`config.mk`:
```
export PLATFORM = sky130hd
export DESIGN_NAME = xml_entity_stream_decoder_top_flat
export DESIGN_NICKNAME = d
export VERILOG_FILES = /design/src/rtl/xesd_pkg.sv /design/src/rtl/xesd_in_if.sv /design/src/rtl/xesd_out_if.sv /design/src/rtl/xesd_front.sv /design/src/rtl/xesd_fifo.sv /design/src/rtl/xesd_back.sv /design/src/rtl/xml_entity_stream_decoder_top.sv /design/src/flat_wrapper.sv
export VERILOG_INCLUDE_DIRS = /design/src /design/src/rtl
export SDC_FILE = /design/constraint.sdc
export NUM_CORES = 1
export LEC_CHECK = 0
export BUFFER_PORTS_ARGS = -buffer_cell sky130_fd_sc_hd__buf_2
export CORE_ASPECT_RATIO = 0.6
export CORE_MARGIN = 4
export CORE_UTILIZATION = 50
export DETAILED_ROUTE_END_ITERATION = 8
export PLACE_DENSITY = 0.63
export SLEW_MARGIN = 25
export SYNTH_ARGS = -nofsm -noshare
export SYNTH_HDL_FRONTEND = slang
export SYNTH_SLANG_ARGS = --single-unit
```
`constraint.sdc`:
```
create_clock -name clk -period 7 [get_ports clk]
set_input_delay 0.35 -clock clk [delete_from_list [all_inputs] [get_ports clk]]
set_output_delay 0.35 -clock clk [all_outputs]
set_load 0.03 [all_outputs]
```
`src/rtl/xml_entity_stream_decoder_top_defines.svh`:
```
// Assertion macros for the entity decoder.
`ifndef XML_ENTITY_STREAM_DECODER_TOP_DEFINES_SVH
`define XML_ENTITY_STREAM_DECODER_TOP_DEFINES_SVH

`ifndef SYNTH
// Same-cycle implication, sampled on clk, quiet during reset
`define XESD_ASSERT_IMPL(lbl, ante, cons) \
  lbl: assert property (@(posedge clk) disable iff (!rst_n) (ante) |-> (cons)) \
    else $error("xesd: same-cycle check failed");
// Next-cycle implication, sampled on clk, quiet during reset
`define XESD_ASSERT_NEXT(lbl, ante, cons) \
  lbl: assert property (@(posedge clk) disable iff (!rst_n) (ante) |=> (cons)) \
    else $error("xesd: next-cycle check failed");
`else
`define XESD_ASSERT_IMPL(lbl, ante, cons)
`define XESD_ASSERT_NEXT(lbl, ante, cons)
`endif

`endif

```
`src/rtl/xesd_pkg.sv`:
```
package xesd_pkg;

  // Sizes
  localparam int ENTITY_MAX_BYTES = 13;
  localparam int POS_W            = $clog2(ENTITY_MAX_BYTES);
  localparam int BYTE_W           = 8;
  localparam int CODE_W           = 20;
  localparam int STATUS_W         = 2;
  localparam int DIG_W            = 3;
  localparam int NAME_N           = 18;
  localparam int NAME_SLOTS       = 8;

  // Result status codes
  localparam logic [STATUS_W-1:0] ST_CHAR   = 2'd0;
  localparam logic [STATUS_W-1:0] ST_BAD    = 2'd1;
  localparam logic [STATUS_W-1:0] ST_FORBID = 2'd2;

  // Characters of interest
  localparam logic [BYTE_W-1:0] AMP_CHAR   = "&";
  localparam logic [BYTE_W-1:0] SEMI_CHAR  = ";";
  localparam logic [BYTE_W-1:0] HASH_CHAR  = "#";
  localparam logic [BYTE_W-1:0] QUOT_CHAR  = 8'h22;
  localparam logic [BYTE_W-1:0] APOS_CHAR  = 8'h27;
  localparam logic [BYTE_W-1:0] LT_CHAR    = "<";
  localparam logic [BYTE_W-1:0] GT_CHAR    = ">";
  localparam logic [BYTE_W-1:0] LOWX_CHAR  = "x";
  localparam logic [BYTE_W-1:0] UPX_CHAR   = "X";
  localparam logic [BYTE_W-1:0] NUL_CHAR   = 8'h00;

  // Token kinds passed from front to back
  typedef enum logic [1:0] {
    TK_CHAR,
    TK_FORBID,
    TK_BODY,
    TK_CLOSE
  } tok_kind_t;

  typedef struct packed {
    tok_kind_t               kind;
    logic [POS_W-1:0]        pos;
    logic [BYTE_W-1:0]       data;
  } tok_t;

  typedef struct packed {
    logic can_push;
    logic can_pop;
  } fifo_stat_t;

  // Numeric entity scanner state
  typedef enum logic [2:0] {
    NM_START,
    NM_PREFIX,
    NM_DEC,
    NM_HEX,
    NM_BAD
  } num_mode_t;

  // Named entity table: text, last index (the ';'), code
  localparam logic [BYTE_W-1:0] NAME_TEXT [NAME_N][NAME_SLOTS] = '{
    '{"l", "t", ";", NUL_CHAR, NUL_CHAR, NUL_CHAR, NUL_CHAR, NUL_CHAR},
    '{"g", "t", ";", NUL_CHAR, NUL_CHAR, NUL_CHAR, NUL_CHAR, NUL_CHAR},
    '{"a", "m", "p", ";", NUL_CHAR, NUL_CHAR, NUL_CHAR, NUL_CHAR},
    '{"a", "p", "o", "s", ";", NUL_CHAR, NUL_CHAR, NUL_CHAR},
    '{"a", "s", "l", "a", ";", NUL_CHAR, NUL_CHAR, NUL_CHAR},
    '{"q", "u", "o", "t", ";", NUL_CHAR, NUL_CHAR, NUL_CHAR},
    '{"n", "l", ";", NUL_CHAR, NUL_CHAR, NUL_CHAR, NUL_CHAR, NUL_CHAR},
    '{"c", "r", ";", NUL_CHAR, NUL_CHAR, NUL_CHAR, NUL_CHAR, NUL_CHAR},
    '{"b", "e", "l", ";", NUL_CHAR, NUL_CHAR, NUL_CHAR, NUL_CHAR},
    '{"f", "f", ";", NUL_CHAR, NUL_CHAR, NUL_CHAR, NUL_CHAR, NUL_CHAR},
    '{"b", "s", ";", NUL_CHAR, NUL_CHAR, NUL_CHAR, NUL_CHAR, NUL_CHAR},
    '{"s", "p", ";", NUL_CHAR, NUL_CHAR, NUL_CHAR, NUL_CHAR, NUL_CHAR},
    '{"t", "a", "b", ";", NUL_CHAR, NUL_CHAR, NUL_CHAR, NUL_CHAR},
    '{"v", "t", "b", ";", NUL_CHAR, NUL_CHAR, NUL_CHAR, NUL_CHAR},
    '{"e", "s", "c", ";", NUL_CHAR, NUL_CHAR, NUL_CHAR, NUL_CHAR},
    '{"d", "e", "l", ";", NUL_CHAR, NUL_CHAR, NUL_CHAR, NUL_CHAR},
    '{"n", "u", "l", ";", NUL_CHAR, NUL_CHAR, NUL_CHAR, NUL_CHAR},
    '{"n", "b", "s", "p", ";", NUL_CHAR, NUL_CHAR, NUL_CHAR}
  };

  localparam logic [2:0] NAME_LAST [NAME_N] = '{
    3'd2, 3'd2, 3'd3, 3'd4, 3'd4, 3'd4, 3'd2, 3'd2, 3'd3,
    3'd2, 3'd2, 3'd2, 3'd3, 3'd3, 3'd3, 3'd3, 3'd3, 3'd4
  };

  localparam logic [7:0] NAME_CODE [NAME_N] = '{
    8'd60, 8'd62, 8'd38, 8'd39, 8'd92, 8'd34, 8'd10, 8'd13, 8'd7,
    8'd12, 8'd8,  8'd32, 8'd9,  8'd11, 8'd27, 8'd127, 8'd0, 8'd160
  };

  // Character classes
  function automatic logic is_dec_char(input logic [BYTE_W-1:0] c);
    return (c >= "0") && (c <= "9");
  endfunction

  function automatic logic is_hex_char(input logic [BYTE_W-1:0] c);
    return is_dec_char(c) || ((c >= "a") && (c <= "f")) || ((c >= "A") && (c <= "F"));
  endfunction

  // Nibble value of a hex digit; letters have bit 6 set, low bits 1..6
  function automatic logic [3:0] hex_nibble(input logic [BYTE_W-1:0] c);
    logic [3:0] v;
    if (c[6]) begin
      v = c[3:0] + 4'd9;
    end else begin
      v = c[3:0];
    end
    return v;
  endfunction

endpackage

```
`src/rtl/xesd_in_if.sv`:
```
interface xesd_in_if;
  import xesd_pkg::*;

  logic              valid;
  logic              ready;
  logic [BYTE_W-1:0] in_byte;

  modport source (output valid, output in_byte, input ready);
  modport sink   (input valid, input in_byte, output ready);
endinterface

```
`src/rtl/xesd_out_if.sv`:
```
interface xesd_out_if;
  import xesd_pkg::*;

  logic                valid;
  logic                ready;
  logic [CODE_W-1:0]   char_code;
  logic [STATUS_W-1:0] status;

  modport source (output valid, output char_code, output status, input ready);
  modport sink   (input valid, input char_code, input status, output ready);
endinterface

```
`src/rtl/xesd_front.sv`:
```
module xesd_front (
  input  logic                clk,
  input  logic                rst_n,
  input  logic                strict_mode,
  xesd_in_if.sink             in_ch,
  input  xesd_pkg::fifo_stat_t fstat,
  output logic                push,
  output xesd_pkg::tok_t      tok
);
  import xesd_pkg::*;

  logic             in_entity_r, in_entity_nxt;
  logic [POS_W-1:0] count_r, count_nxt;
  logic             accept;
  logic             last_byte;
  logic             forbidden;

  // Input transfer whenever the queue has room
  assign in_ch.ready = fstat.can_push;
  assign accept      = in_ch.valid && in_ch.ready;

  assign last_byte = (in_ch.in_byte == SEMI_CHAR) ||
                     (count_r == POS_W'(ENTITY_MAX_BYTES - 1));
  assign forbidden = strict_mode &&
                     ((in_ch.in_byte == QUOT_CHAR) || (in_ch.in_byte == APOS_CHAR) ||
                      (in_ch.in_byte == LT_CHAR)   || (in_ch.in_byte == GT_CHAR));

  // Classify the byte; the opening ampersand produces no token
  always_comb begin
    tok.data      = in_ch.in_byte;
    tok.pos       = count_r;
    tok.kind      = TK_CHAR;
    push          = 1'b0;
    in_entity_nxt = in_entity_r;
    count_nxt     = count_r;
    if (in_entity_r) begin
      tok.kind = last_byte ? TK_CLOSE : TK_BODY;
      push     = accept;
      if (accept) begin
        if (last_byte) begin
          in_entity_nxt = 1'b0;
          count_nxt     = '0;
        end else begin
          count_nxt = count_r + 1'b1;
        end
      end
    end else if (in_ch.in_byte == AMP_CHAR) begin
      if (accept) begin
        in_entity_nxt = 1'b1;
        count_nxt     = '0;
      end
    end else begin
      tok.kind = forbidden ? TK_FORBID : TK_CHAR;
      push     = accept;
    end
  end

  always_ff @(posedge clk) begin
    if (!rst_n) begin
      in_entity_r <= 1'b0;
      count_r     <= '0;
    end else begin
      in_entity_r <= in_entity_nxt;
      count_r     <= count_nxt;
    end
  end

endmodule

```
`src/rtl/xesd_fifo.sv`:
```
module xesd_fifo (
  input  logic                 clk,
  input  logic                 rst_n,
  input  logic                 push,
  input  xesd_pkg::tok_t       push_tok,
  input  logic                 pop,
  output xesd_pkg::tok_t       head_tok,
  output xesd_pkg::fifo_stat_t fstat
);
  import xesd_pkg::*;

  // Two-entry token queue
  tok_t       slot_r [2];
  logic       wptr_r, rptr_r;
  logic [1:0] level_r, level_nxt;

  assign fstat.can_push = (level_r != 2'd2);
  assign fstat.can_pop  = (level_r != 2'd0);
  assign head_tok       = slot_r[rptr_r];

  always_comb begin
    level_nxt = level_r;
    if (push && !pop) begin
      level_nxt = level_r + 2'd1;
    end else if (pop && !push) begin
      level_nxt = level_r - 2'd1;
    end
  end

  // Entry storage, no reset
  always_ff @(posedge clk) begin
    if (push) begin
      slot_r[wptr_r] <= push_tok;
    end
  end

  always_ff @(posedge clk) begin
    if (!rst_n) begin
      wptr_r  <= 1'b0;
      rptr_r  <= 1'b0;
      level_r <= 2'd0;
    end else begin
      if (push) begin
        wptr_r <= ~wptr_r;
      end
      if (pop) begin
        rptr_r <= ~rptr_r;
      end
      level_r <= level_nxt;
    end
  end

endmodule

```
`src/rtl/xesd_back.sv`:
```
module xesd_back (
  input  logic                 clk,
  input  logic                 rst_n,
  input  xesd_pkg::tok_t       head_tok,
  input  xesd_pkg::fifo_stat_t fstat,
  output logic                 pop,
  xesd_out_if.source           out_ch
);
  import xesd_pkg::*;

  logic [BYTE_W-1:0]   b;
  logic                fresh;
  logic                entity_tok;

  // Entity scan state
  logic [NAME_N-1:0]   cand_r, cand_nxt, cand_base;
  num_mode_t           mode_r, mode_nxt, mode_base;
  logic [CODE_W-1:0]   val_r, val_nxt, val_base;
  logic [DIG_W-1:0]    ndig_r, ndig_nxt, ndig_base;
  logic [NAME_N-1:0]   name_hit;

  // Result
  logic                name_ok, num_ok;
  logic [CODE_W-1:0]   name_code;
  logic [CODE_W-1:0]   res_code;
  logic [STATUS_W-1:0] res_status;
  logic                res_valid;

  logic                out_valid_r, out_valid_nxt;
  logic [CODE_W-1:0]   code_r;
  logic [STATUS_W-1:0] status_r;

  // Pop when the output register is free or being drained
  assign pop        = fstat.can_pop && (!out_valid_r || out_ch.ready);
  assign b          = head_tok.data;
  assign fresh      = (head_tok.pos == '0);
  assign entity_tok = (head_tok.kind == TK_BODY) || (head_tok.kind == TK_CLOSE);

  // First byte of an entity starts from a clean scan
  always_comb begin
    cand_base = fresh ? '1 : cand_r;
    mode_base = fresh ? NM_START : mode_r;
    val_base  = fresh ? '0 : val_r;
    ndig_base = fresh ? '0 : ndig_r;
  end

  // Named entity candidates narrowed one byte at a time
  always_comb begin
    for (int k = 0; k < NAME_N; k++) begin
      cand_nxt[k] = cand_base[k] &&
                    (head_tok.pos <= POS_W'(NAME_LAST[k])) &&
                    (NAME_TEXT[k][head_tok.pos[2:0]] == b);
      name_hit[k] = cand_nxt[k] && (head_tok.pos == POS_W'(NAME_LAST[k]));
    end
  end

  // Numeric scanner next state
  always_comb begin
    mode_nxt = NM_BAD;
    unique case (mode_base)
      NM_START:  mode_nxt = (b == HASH_CHAR) ? NM_PREFIX : NM_BAD;
      NM_PREFIX: begin
        if (is_dec_char(b)) begin
          mode_nxt = NM_DEC;
        end else if ((b == LOWX_CHAR) || (b == UPX_CHAR)) begin
          mode_nxt = NM_HEX;
        end else begin
          mode_nxt = NM_BAD;
        end
      end
      NM_DEC:    mode_nxt = is_dec_char(b) ? NM_DEC : NM_BAD;
      NM_HEX:    mode_nxt = is_hex_char(b) ? NM_HEX : NM_BAD;
      NM_BAD:    mode_nxt = NM_BAD;
      default:   mode_nxt = NM_BAD;
    endcase
  end

  // Digit accumulation; the count saturates past the longest legal string
  always_comb begin
    val_nxt  = val_base;
    ndig_nxt = ndig_base;
    if (mode_nxt == NM_DEC) begin
      val_nxt  = {val_base[CODE_W-4:0], 3'b000} + {val_base[CODE_W-2:0], 1'b0} +
                 CODE_W'(b[3:0]);
    end else if ((mode_nxt == NM_HEX) && (mode_base == NM_HEX)) begin
      val_nxt  = {val_base[CODE_W-5:0], hex_nibble(b)};
    end
    if (((mode_nxt == NM_DEC) || ((mode_nxt == NM_HEX) && (mode_base == NM_HEX))) &&
        (ndig_base != '1)) begin
      ndig_nxt = ndig_base + 1'b1;
    end
  end

  // Result of the token at the queue head
  always_comb begin
    name_code = '0;
    for (int k = 0; k < NAME_N; k++) begin
      if (name_hit[k]) begin
        name_code = name_code | CODE_W'(NAME_CODE[k]);
      end
    end
    name_ok = |name_hit;
    num_ok  = (b == SEMI_CHAR) &&
              (((mode_base == NM_DEC) && (ndig_base != DIG_W'(7))) ||
               ((mode_base == NM_HEX) && (ndig_base <= DIG_W'(5))));
    res_valid  = 1'b1;
    res_code   = CODE_W'(b);
    res_status = ST_CHAR;
    case (head_tok.kind) inside
      TK_CHAR:   res_status = ST_CHAR;
      TK_FORBID: res_status = ST_FORBID;
      TK_CLOSE: begin
        if (name_ok) begin
          res_code   = name_code;
          res_status = ST_CHAR;
        end else if (num_ok) begin
          res_code   = val_base;
          res_status = ST_CHAR;
        end else begin
          res_code   = '0;
          res_status = ST_BAD;
        end
      end
      default:   res_valid = 1'b0;
    endcase
  end

  // Output register control
  always_comb begin
    out_valid_nxt = out_valid_r;
    if (pop && res_valid) begin
      out_valid_nxt = 1'b1;
    end else if (out_ch.ready) begin
      out_valid_nxt = 1'b0;
    end
  end

  always_ff @(posedge clk) begin
    if (!rst_n) begin
      out_valid_r <= 1'b0;
      mode_r      <= NM_START;
    end else begin
      out_valid_r <= out_valid_nxt;
      if (pop && entity_tok) begin
        mode_r <= mode_nxt;
      end
    end
  end

  // Scan datapath and result payload
  always_ff @(posedge clk) begin
    if (pop && entity_tok) begin
      cand_r <= cand_nxt;
      val_r  <= val_nxt;
      ndig_r <= ndig_nxt;
    end
    if (pop && res_valid) begin
      code_r   <= res_code;
      status_r <= res_status;
    end
  end

  assign out_ch.valid     = out_valid_r;
  assign out_ch.char_code = code_r;
  assign out_ch.status    = status_r;

endmodule

```
`src/rtl/xml_entity_stream_decoder_top.sv`:
```
// A plain byte or the closing byte of an entity gives its result through the queue stage,
// then the output register. Throughput: one byte per cycle while the queue has room; the
// opening ampersand and inner entity bytes give none.
// The entity scan runs byte by byte, so no cycle depends on entity length.
// Reset (rst_n low at a clock edge, synchronous) empties the queue and output and clears
// strict_mode; there is no clearing pass.
module xml_entity_stream_decoder_top (
  input  logic        clk,
  input  logic        rst_n,
  xesd_in_if.sink     in_ch,
  xesd_out_if.source  out_ch,
  input  logic        cfg_wr_en,
  input  logic        cfg_wr_data
);
  import xesd_pkg::*;

`include "xml_entity_stream_decoder_top_defines.svh"

  logic       strict_r;
  logic       push, pop;
  tok_t       push_tok, head_tok;
  fifo_stat_t fstat;
  logic       out_forbid, out_bad, out_special;

  // Configuration register
  always_ff @(posedge clk) begin
    if (!rst_n) begin
      strict_r <= 1'b0;
    end else if (cfg_wr_en) begin
      strict_r <= cfg_wr_data;
    end
  end

  xesd_front u_front (
    .clk         (clk),
    .rst_n       (rst_n),
    .strict_mode (strict_r),
    .in_ch       (in_ch),
    .fstat       (fstat),
    .push        (push),
    .tok         (push_tok)
  );

  xesd_fifo u_fifo (
    .clk      (clk),
    .rst_n    (rst_n),
    .push     (push),
    .push_tok (push_tok),
    .pop      (pop),
    .head_tok (head_tok),
    .fstat    (fstat)
  );

  xesd_back u_back (
    .clk      (clk),
    .rst_n    (rst_n),
    .head_tok (head_tok),
    .fstat    (fstat),
    .pop      (pop),
    .out_ch   (out_ch)
  );

  // Result classes seen by the checks
  assign out_forbid  = out_ch.valid && (out_ch.status == ST_FORBID);
  assign out_bad     = out_ch.valid && (out_ch.status == ST_BAD);
  assign out_special = (out_ch.char_code == CODE_W'(QUOT_CHAR)) ||
                       (out_ch.char_code == CODE_W'(APOS_CHAR)) ||
                       (out_ch.char_code == CODE_W'(LT_CHAR))   ||
                       (out_ch.char_code == CODE_W'(GT_CHAR));

  // Checks
  `XESD_ASSERT_IMPL(a_forbid_needs_strict, out_forbid, strict_r)
  `XESD_ASSERT_IMPL(a_bad_code_zero, out_bad, out_ch.char_code == '0)
  `XESD_ASSERT_IMPL(a_forbid_byte, out_forbid, out_special)
  `XESD_ASSERT_NEXT(a_room_after_drain, out_ch.valid && out_ch.ready, fstat.can_push)

endmodule

```
`src/flat_wrapper.sv`:
```
// flat-port wrapper written by rule: the top's interface ports become plain ports
module xml_entity_stream_decoder_top_flat import xesd_pkg::*;
  (clk, rst_n, cfg_wr_en, cfg_wr_data, in_ch_valid, in_ch_in_byte, in_ch_ready, out_ch_valid, out_ch_char_code, out_ch_status, out_ch_ready);
  xesd_in_if in_ch_i ();
  xesd_out_if out_ch_i ();
  input  logic clk;
  input  logic rst_n;
  input  logic cfg_wr_en;
  input  logic cfg_wr_data;
  input wire logic [$bits(in_ch_i.valid)-1:0] in_ch_valid;
  input wire logic [$bits(in_ch_i.in_byte)-1:0] in_ch_in_byte;
  output wire logic [$bits(in_ch_i.ready)-1:0] in_ch_ready;
  output wire logic [$bits(out_ch_i.valid)-1:0] out_ch_valid;
  output wire logic [$bits(out_ch_i.char_code)-1:0] out_ch_char_code;
  output wire logic [$bits(out_ch_i.status)-1:0] out_ch_status;
  input wire logic [$bits(out_ch_i.ready)-1:0] out_ch_ready;
  assign in_ch_i.valid = in_ch_valid;
  assign in_ch_i.in_byte = in_ch_in_byte;
  assign in_ch_ready = in_ch_i.ready;
  assign out_ch_valid = out_ch_i.valid;
  assign out_ch_char_code = out_ch_i.char_code;
  assign out_ch_status = out_ch_i.status;
  assign out_ch_i.ready = out_ch_ready;
  xml_entity_stream_decoder_top u_core (.clk(clk), .rst_n(rst_n), .in_ch(in_ch_i), .out_ch(out_ch_i), .cfg_wr_en(cfg_wr_en), .cfg_wr_data(cfg_wr_data));
endmodule
```
Word-level counts from Yosys, hierarchy flattened
Memories as Yosys holds them, arrays and structs flattened. A register that Yosys moved wholly into a read port is not among the register bits.
Index checks and enable logic that the tools add are counted.
{ "classes": {"addsub": 7, "magnitude_cmp": 11, "n_eq_ne": 42, "mux": 103, "bitwise": 4, "reduce_logical": 94} }
{ "op_table": {"columns": ["operator", "n"], "rows": [
  ["two-way mux 8 bit", 40],
  ["== test 8 bit", 18],
  ["two-way mux 20 bit", 5],
  ["logical AND 1 bit", 69],
  ["== test 8 x 6 -> 1 bit (second input constant)", 8],
  ["two-way mux 4 bit", 12],
  ["two-way mux 6 bit", 6],
  ["two-way mux 3 bit", 9],
  ["two-way mux 1 bit", 22],
  ["OR reduction 21 bit", 1],
  ["adder 20 bit", 1],
  ["adder 20 x 4 -> 20 bit", 1],
  ["two-way mux 18 bit", 1],
  ["OR reduction 18 bit", 1],
  ["== test 8 x 7 -> 1 bit (second input constant)", 2],
  [">= comparator 8 x 7 -> 1 bit (second input constant)", 2],
  ["less-or-equal comparator 8 x 7 -> 1 bit (second input constant)", 2],
  ["two-way mux 7 bit", 2],
  ["== test 3 x 2 -> 1 bit (second input constant)", 4],
  ["one-hot mux 3 bit (4 select lines)", 1],
  ["logical OR 1 bit", 11],
  ["== test 4 x 2 -> 1 bit (second input constant)", 2],
  [">= comparator 8 x 6 -> 1 bit (second input constant)", 1],
  ["less-or-equal comparator 4 x 2 -> 1 bit (second input constant)", 2],
  ["other kinds (27)", 38]
]} }
{ "word_totals": {"register_bits": 77, "mem_bits_rw": 28, "mem_bits_ro": 1152, "inputBits": 14, "output_inout_bits": 24, "word_cells": 295, "memories": 19} }
{ "memory_table": {"columns": ["name", "depth", "width", "read_ports", "rd_ports_with_merged_regs", "wr", "line_no", "rtl"], "rows": [
  ["(no name shown)", 8, 8, 1, 0, 0, "xesd_back.sv:52", "(NAME_TEXT[k][head_tok.pos[2:0]] == b);"],
  ["(no name shown)", 8, 8, 1, 0, 0, "xesd_back.sv:52", null],
  ["(no name shown)", 8, 8, 1, 0, 0, "xesd_back.sv:52", null],
  ["(no name shown)", 8, 8, 1, 0, 0, "xesd_back.sv:52", null],
  ["(no name shown)", 8, 8, 1, 0, 0, "xesd_back.sv:52", null],
  ["(no name shown)", 8, 8, 1, 0, 0, "xesd_back.sv:52", null],
  ["+13 memories", null, null, null, null, null, null, null]
]} }

Longest topological paths before layout
Gate-level depths: netlist of run 1.
{ "depth": {"depth_word": 28, "mapped_depth": 22} }

Modules after synthesis
A second synthesis of run 1 with hierarchy kept.
{ "hier_totals": {"hier_cells": 856, "hier_area_um2": 8122.8} }
{ "by_module_without_submodules": {"columns": ["module", "n_inst", "cells_each", "area_each_um2"], "rows": [
  ["xesd_back", 1, 728, 6378.6],
  ["xesd_fifo", 1, 65, 1224.9],
  ["xesd_front", 1, 60, 483.0],
  ["xml_entity_stream_decoder_top", 1, 3, 36.3]
]} }

Least setup slack after synthesis of run 1
No wires, ideal clock.
{ "synth_path": {"path_kind": "register to register", "startpoint": "reg (tool-made name)", "endpoint": "reg u_core.u_back.val_r[18], data pin", "setup_ps": 261, "arrival_ps": 4651, "t_required_ps": 6739, "setup_slack_ps": 2088, "path_stages_with_launch": 22, "path_cell_list": "dfxtp_1 -> buf_6 -> buf_6 -> buf_6 -> mux2i_2 -> ha_1 -> clkbuf_1 -> and4bb_2 -> nor2_1 -> nand2_1 -> fa_1 -> inv_1 -> fa_1 -> a211oi_1 -> o21ai_0 -> a31o_2 -> a211oi_1 -> o21bai_1 -> a21oi_1 -> o21ai_0 -> xnor2_1 -> mux2i_1"} }
{ "synth_lines": {"columns": ["element", "line_no", "rtl"], "rows": [
  ["end signal: assignment", "xesd_back.sv:154", "val_r <= val_nxt;"],
  ["end: declaration", "xesd_back.sv:18", "logic [CODE_W-1:0] val_r, val_nxt, val_base;"]
]} }

==> flow_metrics.env, run 1 <==
export IMPL_placement_rows=37
export IMPL_syn_mean_instance_area_um2=9.09
export IMPL_routed_wl_met2_mm=9.49
export IMPL_multi_input_area_mm2=0.00524
export IMPL_wl_per_cell_um=22.2
export IMPL_totalPowerFinal_w=0.00403
export IMPL_die_width_um=179
export IMPL_synth_warnings=0
export IMPL_final_layout_size_suffix_gt1_share_pct=12.9
export IMPL_crit_path_max_incr_delay_ps=770
export IMPL_max_slew_worst_pin_slew_ps=1160
export IMPL_ys_types=94
export IMPL_worst_setup_path_end_kind="flop"
export IMPL_preCtsSetupSlack_ps=1550
export IMPL_synth_main_ff_cell="sky130_fd_sc_hd__edfxtp_1"
export IMPL_critical_path_peak_fanout=30
export IMPL_core_area_mm2=0.0171
export IMPL_async_flop_share_pct=0
export IMPL_antenna_cells_inserted=0
export IMPL_max_vdd_ir_drop_v=0.000182
export IMPL_placement_io_buffers=37
export IMPL_cts_inserted_buffers=9
export IMPL_route_top_layer_used="met5"
export IMPL_number_of_synthesized_flops_with_an_enable_pin=91
export IMPL_total_neg_setup_slack_ps=0
export IMPL_drt_first_pass_iters=6
export IMPL_insertion_delay_ps=370
export IMPL_drtIter0Drc=1127
export IMPL_postSynthRegisterBits=106
export IMPL_critical_path_slowest_cell="sky130_fd_sc_hd__dfxtp_2"
export IMPL_grt_pass1_wl_mm=41.8
export IMPL_synth_seq_area_share_pct=34.7
export IMPL_seqCellArea_mm2=0.00303
export IMPL_cts_resized=0
export IMPL_numClockSinks=106
export IMPL_place_hpwl_mm=20.1
export IMPL_route_met3_wl_mm=3.63
export IMPL_slew_violations=0
export IMPL_min_delay_path_class="in -> reg"
export IMPL_clkTransAtPathRegs_ps=80
export IMPL_fin_crit_ps=5500
export IMPL_syn_area_mm2=0.00873
export IMPL_power_per_cell_area_mw_per_mm2=430
export IMPL_setup_buffers_after_cts=0
export IMPL_fp_dieArea_mm2=0.0197
export IMPL_worstSetupStartpointType="flop"
export IMPL_min_period_over_period_pct=78.6
export IMPL_hold_worst_slack_ps=186
export IMPL_slew_headroom_pct=22.3
export IMPL_drt_vias_per_instance=6.38
export IMPL_ant_nets=0
export IMPL_clock_skew_ps=8.32
export IMPL_finalWeightedCongestion=0.983
export IMPL_floorplan_die_height_um=110
export IMPL_worst_setup_margin_ps=1500
export IMPL_total_leakage_power_nw=3.49
export IMPL_num_fill_cells=1599
export IMPL_max_freq_mhz=182
export IMPL_tritoncts="built"
export IMPL_drc=0
export IMPL_grt_pass1_vias=6868
export IMPL_overflow_left_after_global_routing=0
export IMPL_gr_usage_all_layers_pct=28.2
export IMPL_grt_antenna_before_repair=1
export IMPL_outcome="complete, no violations"
export IMPL_unrepaired_setup_endpoints_after_global_routing="false"
export IMPL_floorplan_io_pins=38
export IMPL_num_nets_final=1038
export IMPL_htreeDepth=3
export IMPL_ctsHoldBuffers=0
export IMPL_wl_met1_mm=13.4
export IMPL_final_setup_violations=0
export IMPL_initial_core_util_pct=51.0
export IMPL_number_of_endpoints_with_negative_hold_slack_in_the_final_report=0
export IMPL_area_added_between_synthesis_and_finish_pct=7.18
export IMPL_max_clock_buf_depth=2
export IMPL_crit_arrival_ps=5620
export IMPL_clock_tree_root_cell="sky130_fd_sc_hd__clkbuf_16"
export IMPL_max_capacitance_violation_count=0
export IMPL_data_required_time_of_the_critical_path_ps=7110
export IMPL_grt_max_degree=46
export IMPL_critical_path_cell_sequence="mux2i_2 -> ha_1 -> nor4b_2 -> nor2_2 -> buf_4 -> nand2_1 -> inv_1 -> ha_1 -> ha_1 -> fa_1 -> a211oi_1 -> o21ai_0 -> a31o_2 -> a211oi_1 -> o21bai_1 -> a21oi_1 -> o21ai_0 -> xnor2_1 -> mux2i_1"
export IMPL_syn_instance_count=961
export IMPL_critical_path_class="reg -> reg"
export IMPL_routed_wirelength_mm=26.8
export IMPL_postSynthNetCount=1028
export IMPL_route_vias_total=7720
export IMPL_cpMostUsedCell="sky130_fd_sc_hd__ha_1"
-- state kept, by name, summed over array words and instances (netlist names), 2 cells and up, named ones only --
register                        count
u_core.u_back.mode_r                3
u_core.u_fifo.slot_r               28
u_core.u_front.count_r              4
u_core.u_back.out_ch.char_code     20
u_core.u_back.out_ch.status         2
u_core.u_back.cand_r               18
u_core.u_fifo.level_r               2
u_core.u_back.val_r                20
u_core.u_back.ndig_r                3
-- cell families (layout without fill, tap and decap cells) --
family                     count (synthesis)  in the layout  share of synthesized area (%)
and+or+nand+nor                          359            359                           21.7
AOI/OAI and AO/OA                        235            235                           19.0
DFF                                      106            106                           34.7
buffers and inverters                    105            120                           5.60
xor gates and xnor gates                  68             68                           6.82
adders and majority gates                 53             53                           7.76
muxes                                     35             35                           4.37
-- synth_stat cells, types with 6 or more instances --
cell	number	area [µm²]
sky130_fd_sc_hd__o2111ai_1	8	70.1
sky130_fd_sc_hd__nand2b_1	14	87.6
sky130_fd_sc_hd__nor4b_1	7	61.3
sky130_fd_sc_hd__nor4_1	10	62.6
sky130_fd_sc_hd__dfxtp_1	15	300
sky130_fd_sc_hd__edfxtp_1	91	2730
sky130_fd_sc_hd__xor2_1	21	184
sky130_fd_sc_hd__inv_1	46	173
sky130_fd_sc_hd__nor3b_1	10	75.1
sky130_fd_sc_hd__xnor2_1	47	412
sky130_fd_sc_hd__nor2_1	93	349
sky130_fd_sc_hd__a21o_1	7	52.6
sky130_fd_sc_hd__nor2b_1	17	106
sky130_fd_sc_hd__a21oi_1	58	290
sky130_fd_sc_hd__nor2_2	9	56.3
sky130_fd_sc_hd__nor3_1	27	135
sky130_fd_sc_hd__mux2i_1	24	240
sky130_fd_sc_hd__or3_1	20	125
sky130_fd_sc_hd__a31oi_1	9	56.3
sky130_fd_sc_hd__nand2_1	73	274
sky130_fd_sc_hd__buf_6	8	90.1
sky130_fd_sc_hd__nand4_1	12	75.1
sky130_fd_sc_hd__a211oi_1	25	188
sky130_fd_sc_hd__and3_1	6	37.5
sky130_fd_sc_hd__o211ai_1	16	120
sky130_fd_sc_hd__nand3_1	22	110
sky130_fd_sc_hd__and2_1	10	62.6
sky130_fd_sc_hd__mux2_2	7	78.8
sky130_fd_sc_hd__ha_1	51	638
sky130_fd_sc_hd__o2bb2ai_1	6	52.6
sky130_fd_sc_hd__buf_2	22	110
sky130_fd_sc_hd__clkbuf_1	18	67.6
sky130_fd_sc_hd__o21ai_0	36	180
-- placed cells by master, fill, tap and decap left out, drive strengths merged, types with 6 or more instances in the layout --
cell,count
nand2b,14
xnor2,47
nor3b,11
a21oi,58
edfxtp,91
or4,6
a31oi,9
xor2,21
o2111ai,9
nor4,11
o21ai,40
nand2,73
o2bb2ai,6
nand4,12
clkbuf,10
inv,51
o22ai,6
or3,20
nor2,103
nor2b,17
and2,10
dfxtp,15
and3,6
a211oi,25
o211ai,17
ha,51
buf,54
mux2i,26
nand3,22
nor4b,9
nor3,30
mux2,9
a21o,7
-- worst paths after layout --
path	slack [ps]	endpoint	startpoint	cells after the start
hold reg to reg	510	u_core.u_fifo.rptr_r$_SDFFE_PN0P_	u_core.u_fifo.rptr_r$_SDFFE_PN0P_	2
setup reg to reg	1500	u_core.u_back.val_r[18]$_DFFE_PP_	flop	19
hold / removal	190	u_core.u_fifo.slot_r[0][5]$_DFFE_PP_	in_ch_in_byte[5]	1
setup / recovery	1500	u_core.u_back.val_r[18]$_DFFE_PP_	flop	19
-- metrics by stage --
| stage | std cells | utilization (%) | cell area (µm²) |
|---|---|---|---|
| finish | 1210 | 54.7 | 9360 |
| global route | 1210 | 54.7 | 9360 |
| floorplan | 961 | - | 8730 |
| detailed placement | 1194 | 52.9 | 9070 |
| CTS | 1210 | 54.7 | 9360 |
| global placement | 1194 | 52.9 | 9060 |
-- where the power goes --
| part | internal [W] | leakage (nW) | switching [W] |
|---|---|---|---|
| logic | 0.000874 | 2.37 | 0.00159 |
| clock network | 0.000279 | 0.143 | 0.000252 |
| registers | 0.000902 | 0.985 | 0.000134 |
| total | 0.00205 | 3.49 | 0.00197 |
-- per-layer routing --
| layer | vias to the layer above | GRT usage [%] |
|---|---|---|
| met5 | - | 3.13 |
| met4 | 4 | 4.54 |
| met3 | 22 | 11.5 |
| met2 | 401 | 33.5 |
| met1 | 3704 | 45.7 |
| li1 | 3589 | - |
-- worst max-delay path, delay by kind of cell (launching register included) --
kind / cells / cell delay [ps]
AO/OA/AOI/OAI: 7 / 1540
AND/OR/NAND/NOR: 3 / 510
XOR/XNOR: 1 / 150
multiplexers: 2 / 630
buffers and inverters: 2 / 320
flip-flops: 1 / 770
adder cells (fa/ha/maj): 4 / 1300
-- final cells by class --
class                      instances  share of cell area (%)
multi-input combinational        750                    56.0
sequential                       106                    32.4
timing repair buffer              54                    3.34
tap                              234                    3.13
clock buffer                      10                    2.45
inverter                          50                    2.00
clock inverter                     6                   0.695
(Power assumes the default switching activity.)
==> run 2: changes to the inputs <==
==> constraint.sdc (replaced) <==
create_clock -name clk -period 5.8 [get_ports clk]
set_input_delay 0.29 -clock clk [delete_from_list [all_inputs] [get_ports clk]]
set_output_delay 0.29 -clock clk [all_outputs]
set_load 0.03 [all_outputs]
==> flow_metrics.env, run 2 (synthesis gave the netlist of run 1 again) <==
export IMPL_clock_tree_root_cell="sky130_fd_sc_hd__clkbuf_16"
export IMPL_total_leakage_power_nw=3.54
export IMPL_min_period_over_period_pct=87.8
export IMPL_drc=0
export IMPL_fp_dieArea_mm2=0.0197
export IMPL_overflow_left_after_global_routing=0
export IMPL_number_of_endpoints_with_negative_hold_slack_in_the_final_report=0
export IMPL_max_capacitance_violation_count=0
export IMPL_min_delay_path_class="in -> reg"
export IMPL_ant_nets=0
export IMPL_data_required_time_of_the_critical_path_ps=5900
export IMPL_floorplan_die_height_um=110
export IMPL_route_vias_total=7635
export IMPL_max_freq_mhz=196
export IMPL_placement_rows=37
export IMPL_critical_path_cell_sequence="mux2i_2 -> buf_4 -> ha_1 -> and4bb_2 -> nor2_2 -> buf_4 -> nand2_1 -> inv_1 -> ha_1 -> ha_1 -> fa_1 -> a211oi_1 -> o21ai_0 -> a31o_2 -> a211oi_1 -> o21bai_1 -> a21oi_1 -> o21ai_0 -> xnor2_1 -> mux2i_1"
export IMPL_gr_usage_all_layers_pct=26.9
export IMPL_cts_resized=0
export IMPL_max_clock_buf_depth=2
export IMPL_grt_max_degree=86
export IMPL_numClockSinks=106
export IMPL_finalWeightedCongestion=1.02
export IMPL_outcome="complete, no violations"
export IMPL_preCtsSetupSlack_ps=744
export IMPL_drtIter0Drc=1036
export IMPL_num_fill_cells=1574
export IMPL_die_width_um=179
export IMPL_total_neg_setup_slack_ps=0
export IMPL_cts_inserted_buffers=9
export IMPL_critical_path_slowest_cell="sky130_fd_sc_hd__edfxtp_1"
export IMPL_most_common_library_cell_in_the_layout_ignoring_fill_and_taps="sky130_fd_sc_hd__edfxtp_1"
export IMPL_place_hpwl_mm=19.8
export IMPL_antenna_cells_inserted=0
export IMPL_grt_pass1_vias=6902
export IMPL_unrepaired_setup_endpoints_after_global_routing="false"
export IMPL_insertion_delay_ps=360
export IMPL_grt_antenna_before_repair=0
export IMPL_setup_buffers_after_cts=0
export IMPL_slew_headroom_pct=37.2
export IMPL_num_nets_final=1044
export IMPL_cpMostUsedCell="sky130_fd_sc_hd__ha_1"
export IMPL_initial_core_util_pct=51.0
export IMPL_tritoncts="built"
export IMPL_worst_setup_margin_ps=706
export IMPL_placement_io_buffers=37
export IMPL_crit_arrival_ps=5190
export IMPL_clkTransAtPathRegs_ps=80
export IMPL_power_per_cell_area_mw_per_mm2=517
export IMPL_floorplan_io_pins=38
export IMPL_worstSetupStartpointType="flop"
export IMPL_multi_input_area_mm2=0.00524
export IMPL_drt_vias_per_instance=6.28
export IMPL_seqCellArea_mm2=0.00303
export IMPL_dp_cells=1200
export IMPL_routed_wirelength_mm=25.9
export IMPL_largest_register_ff_count=28
export IMPL_grt_pass1_wl_mm=40.5
export IMPL_ctsHoldBuffers=0
export IMPL_area_added_between_synthesis_and_finish_pct=8.04
export IMPL_drt_first_pass_iters=5
export IMPL_core_area_mm2=0.0171
export IMPL_wl_per_cell_um=21.3
export IMPL_fin_crit_ps=5090
export IMPL_clock_skew_ps=10.9
export IMPL_most_used_cells_in_the_layout_excluding_fill_and_tap_cells="sky130_fd_sc_hd__edfxtp_1, sky130_fd_sc_hd__nor2_1, sky130_fd_sc_hd__nand2_1"
export IMPL_stdcell_count=1216
export IMPL_largest_register="u_core.u_fifo.slot_r"
export IMPL_final_setup_violations=0
export IMPL_critical_path_class="reg -> reg"
export IMPL_max_slew_worst_pin_slew_ps=916
export IMPL_htreeDepth=3
export IMPL_final_layout_size_suffix_gt1_share_pct=13.4
export IMPL_critical_path_peak_fanout=25
export IMPL_slew_violations=0
export IMPL_worst_setup_path_end_kind="flop"
export IMPL_max_vdd_ir_drop_v=0.000226
export IMPL_crit_path_max_incr_delay_ps=610
==> run 2: layout make-up <==
class / instances / area share (%)
Clock buffer: 9 / 2.39
Sequential cell: 106 / 32.2
Timing Repair Buffer: 60 / 3.92
Clock inverter: 7 / 0.941
Multi-Input combinational cell: 750 / 55.5
Tap cell: 234 / 3.10
Inverter: 50 / 1.99
==> run 2: worst max-delay path, delay by kind of cell (launching register included) <==
kind,cells,cell delay [ps]
compound gates,7,1510
fa+ha+maj,4,1150
buf+inv,3,620
flops,1,610
simple gates,3,590
mux,2,200
xor+xnor,1,140
==> run 2: per-layer routing <==
metal  track usage, %  up-vias  routed length, µm
met1             44.9     3623              13300
met5                0        -                  0
met3             8.42       35               3240
met2             32.7      379               9130
li1                 -     3598                  -
met4             4.49        0                262
==> run 2: final timing paths <==
path / start / end / slack, ps / depth (start not counted)
max: u_core.u_fifo.slot_r[0][8]$_DFFE_PP_ / u_core.u_back.val_r[18]$_DFFE_PP_ / 710 / 20
min: in_ch_in_byte[5] / u_core.u_fifo.slot_r[1][5]$_DFFE_PP_ / 130 / 1
max reg2reg: u_core.u_fifo.slot_r[0][8]$_DFFE_PP_ / u_core.u_back.val_r[18]$_DFFE_PP_ / 710 / 20
min reg2reg: u_core.strict_r$_SDFFE_PN0P_ / u_core.strict_r$_SDFFE_PN0P_ / 500 / 2
==> run 2: metrics by stage <==
stage	total power, W	hold slack, ps	area (µm²)	utilization, %
after floorplan	0.00340	389	8730	-
after global placement	0.00415	469	9120	53.3
after detailed placement	0.00415	482	9120	53.3
after CTS	0.00481	123	9440	55.1
after global routing	0.00520	126	9440	55.1
final	0.00488	129	9440	55.1
==> run 2: power by group <==
group,total [W],internal [W],switching [W]
clock,0.000648,0.000344,0.000304
sequential,0.00121,0.00109,0.000124
combinational,0.00302,0.00108,0.00194
total,0.00488,0.00251,0.00237
